**config.mk**
```make
export PLATFORM = sky130hd
export DESIGN_NAME = bit_vector_store_core
export DESIGN_NICKNAME = d
export VERILOG_FILES = /design/src/bvs_pkg.sv /design/src/bvs_ram.sv /design/src/bvs_word_unit.sv /design/src/bit_vector_store_core.sv
export VERILOG_INCLUDE_DIRS = /design/src /design/src/src
export SDC_FILE = /design/constraint.sdc
export NUM_CORES = 2
export LEC_CHECK = 0
export BUFFER_PORTS_ARGS = -buffer_cell sky130_fd_sc_hd__buf_2
export CORE_ASPECT_RATIO = 1.4
export CORE_UTILIZATION = 45
export CTS_BUF_LIST = sky130_fd_sc_hd__clkbuf_8
export DETAILED_ROUTE_END_ITERATION = 10
export GPL_TIMING_DRIVEN = 1
export PLACE_DENSITY = 0.71
export SLEW_MARGIN = 20
export SYNTH_ARGS = -nofsm -noshare
export SYNTH_HDL_FRONTEND = slang
export SYNTH_SLANG_ARGS = --single-unit
```
**constraint.sdc**
```tcl
create_clock -name clk_i -period 5.2 [get_ports clk_i]
set_input_delay 0.78 -clock clk_i [delete_from_list [all_inputs] [get_ports clk_i]]
set_output_delay 0.78 -clock clk_i [all_outputs]
set_load 0.005 [all_outputs]
```
**src/bit_vector_store_core_macros.svh**
```systemverilog
// Assertion macros shared by the bit vector store RTL.
// Included by files that carry concurrent assertions; no other dependencies.
`ifndef BIT_VECTOR_STORE_CORE_MACROS_SVH
`define BIT_VECTOR_STORE_CORE_MACROS_SVH

// Same-cycle implication, disabled while reset is asserted.
`define BVS_ASSERT_IMPL(label, clk, rst_n, ante, cons) \
  label: assert property (@(posedge clk) disable iff (!rst_n) (ante) |-> (cons)) \
    else $error("bit_vector_store_core: assertion failed");

// Next-cycle implication, disabled while reset is asserted.
`define BVS_ASSERT_NEXT(label, clk, rst_n, ante, cons) \
  label: assert property (@(posedge clk) disable iff (!rst_n) (ante) |=> (cons)) \
    else $error("bit_vector_store_core: assertion failed");

`endif

```
**src/bvs_pkg.sv**
```systemverilog
// Package for the bit vector store: widths, constants, action and status codes,
// state encoding and the structs passed between modules. No dependencies.
`timescale 1ns / 1ps

package bvs_pkg;

  localparam int unsigned WordsDefault = 16;
  localparam int unsigned WordBits     = 64;
  localparam int unsigned IdxW         = 10;
  localparam int unsigned CountW       = 11;
  localparam int unsigned CfgW         = 5;
  localparam int unsigned InTdataW     = 16;
  localparam int unsigned OutTdataW    = 56;

  localparam logic [CfgW-1:0] WordsInUseReset = 5'd16;

  localparam logic [WordBits-1:0] HashStart = 64'd1234;
  localparam logic [WordBits-1:0] HashMult  = 64'hffffffffffffffc5;
  // The multiplier is 2^64 - 59, so a product modulo 2^64 is the negated product by 59.
  localparam logic [5:0] HashNegMult = 6'(64'd0 - HashMult);

  typedef enum logic [2:0] {
    ACT_SET       = 3'd0,
    ACT_CLEAR     = 3'd1,
    ACT_TEST      = 3'd2,
    ACT_CLEAR_ALL = 3'd3,
    ACT_COUNT     = 3'd4,
    ACT_LOWEST    = 3'd5,
    ACT_HASH      = 3'd6
  } action_e;

  typedef enum logic [1:0] {
    STAT_OK    = 2'd0,
    STAT_RANGE = 2'd1,
    STAT_EMPTY = 2'd2
  } status_e;

  typedef enum logic [2:0] {
    ST_CLEAR,
    ST_IDLE,
    ST_MODIFY,
    ST_WALK,
    ST_DRAIN,
    ST_FINISH
  } state_e;

  typedef struct packed {
    logic            clr;
    logic            vld;
    logic [CfgW-1:0] idx;
  } walk_ctl_t;

  typedef struct packed {
    logic                busy;
    logic [CountW-1:0]   count;
    logic                found;
    logic [IdxW-1:0]     first;
    logic [WordBits-1:0] hash;
  } walk_acc_t;

  typedef struct packed {
    logic              is_member;
    logic [CountW-1:0] bit_count;
    logic [IdxW-1:0]   first_set;
    logic [31:0]       hash_value;
    status_e           status;
  } result_t;

endpackage

```
**src/bvs_ram.sv**
```systemverilog
// Generic single-write, single-read RAM with a registered read port.
// Stand-alone; no package dependency.
`timescale 1ns / 1ps

module bvs_ram #(
  parameter int unsigned Width = 64,
  parameter int unsigned Depth = 16,
  localparam int unsigned AddrW = (Depth > 1) ? $clog2(Depth) : 1
) (
  input  logic             clk_i,
  input  logic             we_i,
  input  logic [AddrW-1:0] waddr_i,
  input  logic [Width-1:0] wdata_i,
  input  logic [AddrW-1:0] raddr_i,
  output logic [Width-1:0] rdata_o
);

  logic [Width-1:0] mem_q [Depth];
  logic [Width-1:0] rdata_q;

  always_ff @(posedge clk_i) begin
    if (we_i) begin
      mem_q[waddr_i] <= wdata_i;
    end
    rdata_q <= mem_q[raddr_i];
  end

  assign rdata_o = rdata_q;

endmodule

```
**src/bvs_word_unit.sv**
```systemverilog
// Shared per-word unit: takes one stored word per cycle and accumulates the
// bit count, the lowest set bit and the running hash. Depends on bvs_pkg.
`timescale 1ns / 1ps

module bvs_word_unit (
  input  logic                     clk_i,
  input  logic                     rst_ni,
  input  bvs_pkg::walk_ctl_t       ctl_i,
  input  logic [bvs_pkg::WordBits-1:0] rdata_i,
  output bvs_pkg::walk_acc_t       acc_o
);

  import bvs_pkg::*;

  // Stage 1 tags the word coming back from the RAM read.
  logic            rd_vld_q;
  logic [CfgW-1:0] rd_idx_q;

  logic [6:0]          pop;
  logic [5:0]          low;
  logic [5:0]          idx_inc;
  logic [WordBits-1:0] prod;

  // Stage 2 holds the per-word figures.
  logic                s2_vld_q;
  logic                s2_nz_q;
  logic [6:0]          s2_pop_q;
  logic [5:0]          s2_low_q;
  logic [CfgW-1:0]     s2_idx_q;
  logic [WordBits-1:0] s2_prod_q;

  logic [CountW-1:0]   count_q, count_d;
  logic                found_q, found_d;
  logic [IdxW-1:0]     first_q, first_d;
  logic [WordBits-1:0] hash_q, hash_d;
  logic [WordBits-1:0] mixed;
  logic [WordBits-1:0] scaled;

  always_comb begin
    low = '0;
    for (int b = WordBits - 1; b >= 0; b--) begin
      if (rdata_i[b]) begin
        low = 6'(b);
      end
    end
  end

  assign pop     = 7'($countones(rdata_i));
  assign idx_inc = {1'b0, rd_idx_q} + 6'd1;
  assign prod    = rdata_i * {58'd0, idx_inc};

  assign mixed  = hash_q ^ s2_prod_q;
  assign scaled = mixed * {58'd0, HashNegMult};

  always_comb begin
    count_d = count_q;
    found_d = found_q;
    first_d = first_q;
    hash_d  = hash_q;
    if (ctl_i.clr) begin
      count_d = '0;
      found_d = 1'b0;
      first_d = '0;
      hash_d  = HashStart;
    end else if (s2_vld_q) begin
      count_d = count_q + {4'd0, s2_pop_q};
      // Only the first sixteen words can ever hold a set bit.
      if (s2_nz_q && !found_q) begin
        found_d = 1'b1;
        first_d = {s2_idx_q[3:0], s2_low_q};
      end
      if (s2_nz_q) begin
        hash_d = 64'd0 - scaled;
      end
    end
  end

  always_ff @(posedge clk_i or negedge rst_ni) begin
    if (!rst_ni) begin
      rd_vld_q <= 1'b0;
      s2_vld_q <= 1'b0;
      count_q  <= '0;
      found_q  <= 1'b0;
      first_q  <= '0;
      hash_q   <= HashStart;
    end else begin
      rd_vld_q <= ctl_i.vld;
      s2_vld_q <= rd_vld_q;
      count_q  <= count_d;
      found_q  <= found_d;
      first_q  <= first_d;
      hash_q   <= hash_d;
    end
  end

  always_ff @(posedge clk_i) begin
    rd_idx_q  <= ctl_i.idx;
    s2_nz_q   <= |rdata_i;
    s2_pop_q  <= pop;
    s2_low_q  <= low;
    s2_idx_q  <= rd_idx_q;
    s2_prod_q <= prod;
  end

  assign acc_o.busy  = rd_vld_q | s2_vld_q;
  assign acc_o.count = count_q;
  assign acc_o.found = found_q;
  assign acc_o.first = first_q;
  assign acc_o.hash  = hash_q;

endmodule

```
**src/bit_vector_store_core.sv**
```systemverilog
// Bit vector store: a set of up to 1024 bit positions kept as 64-bit words in a
// RAM with one write and one read port, with set, clear, test, clear all, bit count,
// lowest set bit and a folded 32-bit hash over the words in use; one result per
// input transaction. The block takes one transaction at a time. Set, clear and test
// read one word, and set and clear write it back modified; an index out of range
// goes straight to the result with a range status. Count, lowest set and hash stream
// the words in use (the register value capped at WORDS) through one shared word
// unit at one word per cycle, then wait until the word unit has settled after the
// last word; with no word in use nothing is streamed. Clear all sweeps the RAM one
// word per cycle. After reset a clearing pass over all WORDS words runs before the
// first input is accepted; register writes are taken at any time. A result waiting
// at the output holds the block in its finish state until it is taken.
// Depends on bvs_pkg, bvs_ram, bvs_word_unit and bit_vector_store_core_macros.svh.
`timescale 1ns / 1ps
`include "bit_vector_store_core_macros.svh"

module bit_vector_store_core #(
  parameter int unsigned WORDS = bvs_pkg::WordsDefault
) (
  input  logic                          clk_i,
  input  logic                          rst_ni,
  input  logic                          cfg_we_i,
  input  logic [bvs_pkg::CfgW-1:0]      cfg_wdata_i,    // words_in_use
  input  logic                          s_axis_tvalid,
  output logic                          s_axis_tready,
  input  logic [bvs_pkg::InTdataW-1:0]  s_axis_tdata,   // action[2:0], bit_index[12:3]
  output logic                          m_axis_tvalid,
  input  logic                          m_axis_tready,
  // is_member[0], bit_count[11:1], first_set[21:12], hash_value[53:22], status[55:54]
  output logic [bvs_pkg::OutTdataW-1:0] m_axis_tdata
);

  import bvs_pkg::*;

  localparam int unsigned AddrW = (WORDS > 1) ? $clog2(WORDS) : 1;
  localparam int unsigned NwCap = (WORDS < 31) ? WORDS : 31;

  state_e          state_q, state_d;
  logic [CfgW-1:0] words_q;
  logic [CfgW-1:0] nw;
  action_e         op_q, op_d;
  logic [IdxW-1:0] idx_q, idx_d;
  logic [CfgW-1:0] walk_idx_q, walk_idx_d;
  logic [AddrW-1:0] clr_cnt_q, clr_cnt_d;
  logic            clr_report_q, clr_report_d;
  result_t         res_q, res_d;
  result_t         m_res_q, m_res_d;
  logic            m_valid_q, m_valid_d;

  action_e         in_action;
  logic [IdxW-1:0] in_idx;
  logic            in_range;
  logic            s_fire;
  logic            out_free;

  logic                ram_we;
  logic [AddrW-1:0]    ram_waddr;
  logic [WordBits-1:0] ram_wdata;
  logic [AddrW-1:0]    ram_raddr;
  logic [WordBits-1:0] ram_rdata;
  logic [WordBits-1:0] bit_mask;

  walk_ctl_t walk_ctl;
  walk_acc_t walk_acc;

  assign nw        = (words_q > 5'(NwCap)) ? 5'(NwCap) : words_q;
  assign in_action = action_e'(s_axis_tdata[2:0]);
  assign in_idx    = s_axis_tdata[12:3];
  assign in_range  = {1'b0, in_idx[9:6]} < nw;
  assign s_axis_tready = (state_q == ST_IDLE);
  assign s_fire    = s_axis_tvalid && s_axis_tready;
  assign out_free  = !m_valid_q || m_axis_tready;
  assign bit_mask  = 64'd1 << idx_q[5:0];

  bvs_ram #(
    .Width (WordBits),
    .Depth (WORDS)
  ) u_ram (
    .clk_i   (clk_i),
    .we_i    (ram_we),
    .waddr_i (ram_waddr),
    .wdata_i (ram_wdata),
    .raddr_i (ram_raddr),
    .rdata_o (ram_rdata)
  );

  bvs_word_unit u_word_unit (
    .clk_i   (clk_i),
    .rst_ni  (rst_ni),
    .ctl_i   (walk_ctl),
    .rdata_i (ram_rdata),
    .acc_o   (walk_acc)
  );

  always_comb begin
    state_d      = state_q;
    op_d         = op_q;
    idx_d        = idx_q;
    walk_idx_d   = walk_idx_q;
    clr_cnt_d    = clr_cnt_q;
    clr_report_d = clr_report_q;
    res_d        = res_q;
    m_res_d      = m_res_q;
    m_valid_d    = m_valid_q && !m_axis_tready;
    ram_we       = 1'b0;
    ram_waddr    = '0;
    ram_wdata    = '0;
    ram_raddr    = '0;
    walk_ctl     = '0;

    unique case (state_q)
      ST_CLEAR: begin
        ram_we    = 1'b1;
        ram_waddr = clr_cnt_q;
        if (clr_cnt_q == AddrW'(WORDS - 1)) begin
          clr_cnt_d    = '0;
          clr_report_d = 1'b0;
          res_d        = '0;
          state_d      = clr_report_q ? ST_FINISH : ST_IDLE;
        end else begin
          clr_cnt_d = clr_cnt_q + AddrW'(1);
        end
      end

      ST_IDLE: begin
        ram_raddr = AddrW'(in_idx[9:6]);
        if (s_fire) begin
          op_d  = in_action;
          idx_d = in_idx;
          res_d = '0;
          case (in_action) inside
            ACT_SET, ACT_CLEAR, ACT_TEST: begin
              if (in_range) begin
                state_d = ST_MODIFY;
              end else begin
                res_d.status = STAT_RANGE;
                state_d      = ST_FINISH;
              end
            end
            ACT_CLEAR_ALL: begin
              clr_report_d = 1'b1;
              state_d      = ST_CLEAR;
            end
            ACT_COUNT, ACT_LOWEST, ACT_HASH: begin
              walk_ctl.clr = 1'b1;
              walk_idx_d   = '0;
              state_d      = (nw == '0) ? ST_DRAIN : ST_WALK;
            end
            default: begin
              state_d = ST_FINISH;
            end
          endcase
        end
      end

      ST_MODIFY: begin
        ram_waddr = AddrW'(idx_q[9:6]);
        unique case (op_q)
          ACT_SET: begin
            ram_we    = 1'b1;
            ram_wdata = ram_rdata | bit_mask;
          end
          ACT_CLEAR: begin
            ram_we    = 1'b1;
            ram_wdata = ram_rdata & ~bit_mask;
          end
          default: begin
            res_d.is_member = |(ram_rdata & bit_mask);
          end
        endcase
        state_d = ST_FINISH;
      end

      ST_WALK: begin
        walk_ctl.vld = 1'b1;
        walk_ctl.idx = walk_idx_q;
        ram_raddr    = AddrW'(walk_idx_q);
        if (walk_idx_q == nw - 5'd1) begin
          state_d = ST_DRAIN;
        end else begin
          walk_idx_d = walk_idx_q + 5'd1;
        end
      end

      ST_DRAIN: begin
        if (!walk_acc.busy) begin
          unique case (op_q)
            ACT_COUNT: begin
              res_d.bit_count = walk_acc.count;
            end
            ACT_LOWEST: begin
              if (walk_acc.found) begin
                res_d.first_set = walk_acc.first;
              end else begin
                res_d.status = STAT_EMPTY;
              end
            end
            default: begin
              res_d.hash_value = walk_acc.hash[31:0] ^ walk_acc.hash[63:32];
            end
          endcase
          state_d = ST_FINISH;
        end
      end

      ST_FINISH: begin
        if (out_free) begin
          m_res_d   = res_q;
          m_valid_d = 1'b1;
          state_d   = ST_IDLE;
        end
      end

      default: begin
        state_d = ST_IDLE;
      end
    endcase
  end

  always_ff @(posedge clk_i or negedge rst_ni) begin
    if (!rst_ni) begin
      state_q      <= ST_CLEAR;
      words_q      <= WordsInUseReset;
      walk_idx_q   <= '0;
      clr_cnt_q    <= '0;
      clr_report_q <= 1'b0;
      m_valid_q    <= 1'b0;
    end else begin
      state_q      <= state_d;
      walk_idx_q   <= walk_idx_d;
      clr_cnt_q    <= clr_cnt_d;
      clr_report_q <= clr_report_d;
      m_valid_q    <= m_valid_d;
      if (cfg_we_i) begin
        words_q <= cfg_wdata_i;
      end
    end
  end

  always_ff @(posedge clk_i) begin
    op_q    <= op_d;
    idx_q   <= idx_d;
    res_q   <= res_d;
    m_res_q <= m_res_d;
  end

  assign m_axis_tvalid = m_valid_q;
  assign m_axis_tdata  = {m_res_q.status, m_res_q.hash_value, m_res_q.first_set,
                          m_res_q.bit_count, m_res_q.is_member};

  // The RAM is never written while words are being streamed out of it.
  `BVS_ASSERT_IMPL(a_no_write_during_walk, clk_i, rst_ni, ram_we, !walk_ctl.vld)
  // No word may still be in flight in the word unit once a new item can enter.
  `BVS_ASSERT_IMPL(a_idle_unit_quiet, clk_i, rst_ni, state_q == ST_IDLE, !walk_acc.busy)
  // A read-modify-write only touches a word inside the words in use.
  `BVS_ASSERT_IMPL(a_modify_in_range, clk_i, rst_ni, state_q == ST_MODIFY, nw > 5'(idx_q[9:6]))
  // A finished result waits rather than overwrite an untaken one.
  `BVS_ASSERT_NEXT(a_finish_waits, clk_i, rst_ni,
    state_q == ST_FINISH && m_valid_q && !m_axis_tready,
    state_q == ST_FINISH && m_valid_q)

endmodule

```
==> results.md <==
- The flow ran to the end, but the final reports show violations.
- The final reports fail on DRC, setup timing.
- The type of element launching the critical path is a flip-flop.
- After synthesis, the mean cell area works out to 11.40 µm².
- In this run the vertical extent of the chip is 496.5 µm.
- The number of clock buffers added by TritonCTS is 202.
- The final hold violation count is 0.
- Setup repair after global routing could not meet its margin everywhere.
- STA classifies the critical path endpoint as a flip-flop.
- The maximum clock skew at final layout is 0.04923 ns.
- The growth of design area from synthesis to finish is 20.31%.
- Along the worst path, the maximum fanout reaches 2.
- After layout, the worst path uses 104.0% of the clock period.
- The number of pins exceeding their max-slew limit in the final report is 0.
- The number of remaining DRC errors is 16.
- The critical path crosses 41 cells after its start point.
- The area enclosed by the die boundary is 176,400 µm².
- The slew of the pin with the lowest slew margin is 1.125 ns.
- The maximum number of pins on one net before global-route repair is 114.
- Cells fill 54.44% of the core in the end.
- On the critical path the largest part of the delay comes from buffers and inverters.
- The placed instances occupy a cell area of 87,220 µm².
- The number of detailed-route iterations in the first pass is 9.
- For this run, asynchronously set or reset flops after synthesis account for 7.605%.
- Summed over all nets, the half-perimeter wirelength after detailed placement is 154.2 mm.
- Counting instances, the worst hold path has a depth of 1.
- The master cell of the clock root buffer is clkbuf_8.
- The final hold slack is 0.09003 ns.
- The standard cell with the maximum stage delay on the critical path is dfxtp_2.
- The total overflow left after global routing is 0.
- In this run the standard cell core region covers 173,700 µm².
- For this run, the slowest stage of the critical path takes 0.35 ns.
- The number of antenna violations at the first check in global routing is 8.
- The initial core utilization is 45.25%.
- The final net count is 8,506.
- The critical path contains buffers and inverters numbering 38 combined.
- After clock tree synthesis, the clock-pin slew on the worst setup and hold paths is 0.08 ns.
- The most common cell in the synthesized netlist is edfxtp_1.
- In this run the tool buffered the top-level ports with 80 buffer cells.
- The predominant post-synthesis flop cell is edfxtp_1.
- The synthesized design spends more area on one cell type than any other, namely edfxtp_1.
- The number of placement rows is 181.
- The clock net in this run drives a total of 1,407 sinks.
- In this design, the critical path's most frequently occurring cell is buf_4.
- Data on the critical path arrives at its endpoint at 6.29 ns.
- The sequential-to-total area share from yosys stat is 51.16%.
- The total via count in the routed design is 56,280.
- The number of flops mapped to enable cells by yosys is 1,149.
- The number of cells on the worst reg-to-reg path is 41.
- For the worst-skew pair, the clock arrives at the later sink with an insertion delay of 0.97 ns.
- The total nets after synthesis is 7,733.
- No sink is reached through more buffers than the 3 on the longest clock path.
- After detailed routing, the number of vias per cell comes to 5.553.
- The floorplan die width is 355.2 µm.
- During synthesis, Yosys emitted a total of 0 warnings.
- The first global-routing pass estimated 334.3 mm of wire.
- The worst setup path is of the reg -> reg kind.
- The count of endpoints failing setup in the final report is 14.
- In the post-route analysis, the smallest setup slack over all paths is -0.2071 ns.
- The number of global-route vias before repair was 57,500.
- The final layout contains routed wiring with a total length of 222.7 mm.
- The post-route netlist has 21.59% of its cells at a drive strength greater than 1.
- By area the synthesized netlist is led by edfxtp_1 (44%), fa_1 (12%), ha_1 (5.4%).
- After technology mapping, the gate count stands at 6,894.
- The placer's final routability congestion estimate is 1.008.
- Synthesis inferred 1,407 register bits.
- Derived from the worst setup path, the maximum achievable clock frequency is 0.1849 GHz.
- The top-level port count is 84.
- The cell area that synthesis handed to floorplanning was 78,600 µm².
- The detail-routed net length per standard cell is 21.98 µm.
- The final critical delay including setup and external delays is 5.407 ns.
- Summing all non-filler instances in the final layout gives an area of 94,570 µm².
- The detailed router finished its first iteration with 4,480 violations.
- The setup total negative slack is -1.290 ns.
- The number of antenna-violating nets in the routed design is 0.
- Ranked by instance count, the synthesized netlist is headed by edfxtp_1 (1,149), nand2_1 (1,017), inv_1 (669).
- TritonCTS built the clock tree.
- Across the run, the number of max-cap violations was 0.
- The synthesized design devotes to its leading area cell type 43.90% of total area.
- The unique cell type count in the Yosys netlist is 79.
- In this run the worst hold path is classified as in -> reg.
- The worst path required time is 6.08 ns.
- The worst slew margin relative to its limit is 25.02%.
- In the global route stage, overall resource usage came out at 24.90%.
- In this run the number of H-tree levels came out at 4.
## worst register-to-register path: cells and delay by family (launching register included)
| family | cells | cell delay [ns] |
|---|---|---|
| buf+inv | 38 | 4.63 |
| flops | 1 | 0.35 |
| compound gates | 1 | 0.20 |
| simple gates | 2 | 0.15 |
## cells in the final DEF (no fill, tap or decap), drive strengths merged, types with 10 or more instances in the layout
| master | Yosys | final |
|---|---|---|
| nor2b | 26 | 26 |
| inv | 669 | 748 |
| ha | 339 | 339 |
| and3 | 21 | 21 |
| nand2b | 89 | 89 |
| nor2 | 285 | 285 |
| buf | 14 | 958 |
| clkinv | 0 | 65 |
| a311oi | 146 | 146 |
| o22ai | 10 | 10 |
| and2 | 300 | 300 |
| o21bai | 21 | 21 |
| mux2i | 15 | 15 |
| o31ai | 17 | 17 |
| o21ai | 116 | 116 |
| xor2 | 120 | 120 |
| o21a | 27 | 27 |
| nand4 | 30 | 30 |
| clkbuf | 389 | 226 |
| nor4 | 17 | 17 |
| xnor2 | 125 | 125 |
| dfrtp | 101 | 101 |
| a21oi | 338 | 338 |
| nand2 | 1017 | 1017 |
| dfxtp | 151 | 151 |
| o2111ai | 10 | 10 |
| bufinv | 0 | 13 |
| a211oi | 394 | 394 |
| a31oi | 138 | 138 |
| o211ai | 18 | 18 |
| nand3 | 73 | 73 |
| edfxtp | 1149 | 1149 |
| a21o | 79 | 79 |
| fa | 474 | 474 |
| nor3 | 44 | 44 |
## state kept, by name, indices dropped and copies added (netlist names), 4 cells and up
| signal | flops |
|---|---|
| clr_cnt_q | 4 |
| idx_q | 10 |
| m_axis_tdata | 56 |
| res_q | 56 |
| u_ram.mem_q | 1024 |
| u_ram.rdata_o | 64 |
| u_word_unit.count_q | 11 |
| u_word_unit.first_q | 10 |
| u_word_unit.hash_q | 64 |
| u_word_unit.rd_idx_q | 5 |
| u_word_unit.s2_idx_q | 4 |
| u_word_unit.s2_low_q | 6 |
| u_word_unit.s2_pop_q | 7 |
| u_word_unit.s2_prod_q | 64 |
| walk_idx_q | 5 |
| words_q | 5 |
## per-layer routing
layer / part of all wire [%] / wire length [µm] / GRT usage, %
met1: 37 / 82650 / 28.46
met2: 52 / 115000 / 44.73
met3: 5.3 / 11830 / 3.208
met4: 6.0 / 13300 / 14.23
met5: 0 / 0 / 0
## final cells by class
cell class,count,area (µm²)
diodes,2,5.005
clock buffers,222,3055
clock inverters,160,1210
fillers,14210,79130
inverters,669,2514
multi-input cells,4415,36630
flip-flops and latches,1407,40280
well taps,2287,2861
repair buffers,972,8021
## metrics by stage
| step | worst slack (ns) | std cells |
|---|---|---|
| final | -0.2071 | 10130 |
| after global routing | -0.3639 | 10130 |
| after CTS | -0.1390 | 10090 |
| after detailed placement | -0.4742 | 9638 |
| after global placement | -0.4694 | 9638 |
| after floorplan | -0.1279 | 6894 |
## worst paths after layout
kind                                          from                      end  slack (ns)
min reg2reg                u_word_unit.rd_idx_q[1]  u_word_unit.s2_idx_q[1]        0.40
max in group asynchronous                   rst_ni   u_word_unit.hash_q[58]        3.74
max                              u_ram.rdata_o[13]  u_word_unit.s2_low_q[2]       -0.21
min                                s_axis_tdata[5]                 idx_q[2]        0.09
max reg2reg                      u_ram.rdata_o[13]  u_word_unit.s2_low_q[2]       -0.21
min in group asynchronous                   rst_ni               words_q[3]        0.46
## what timing repair did
item | CTS | global route
setup endpoints to repair | 60 | 72
buffers inserted | 62 | 39
gates resized for setup | 237 | 228
hold buffers | 9 | 0
pin swaps | 95 | 164
gates cloned | 3 | 4
hold endpoints to repair | 60 | 0
## logic make-up after synthesis
kind of cell	share of synthesized area, %
simple gates	11.22
flops	51.16
compound gates	11.98
buf+inv	5.119
fa+ha+maj	17.47
xor+xnor	2.730
mux	0.3200
Power is not shown: default switching activity piles up to over one toggle a cycle in this logic, so the estimate is an artifact.
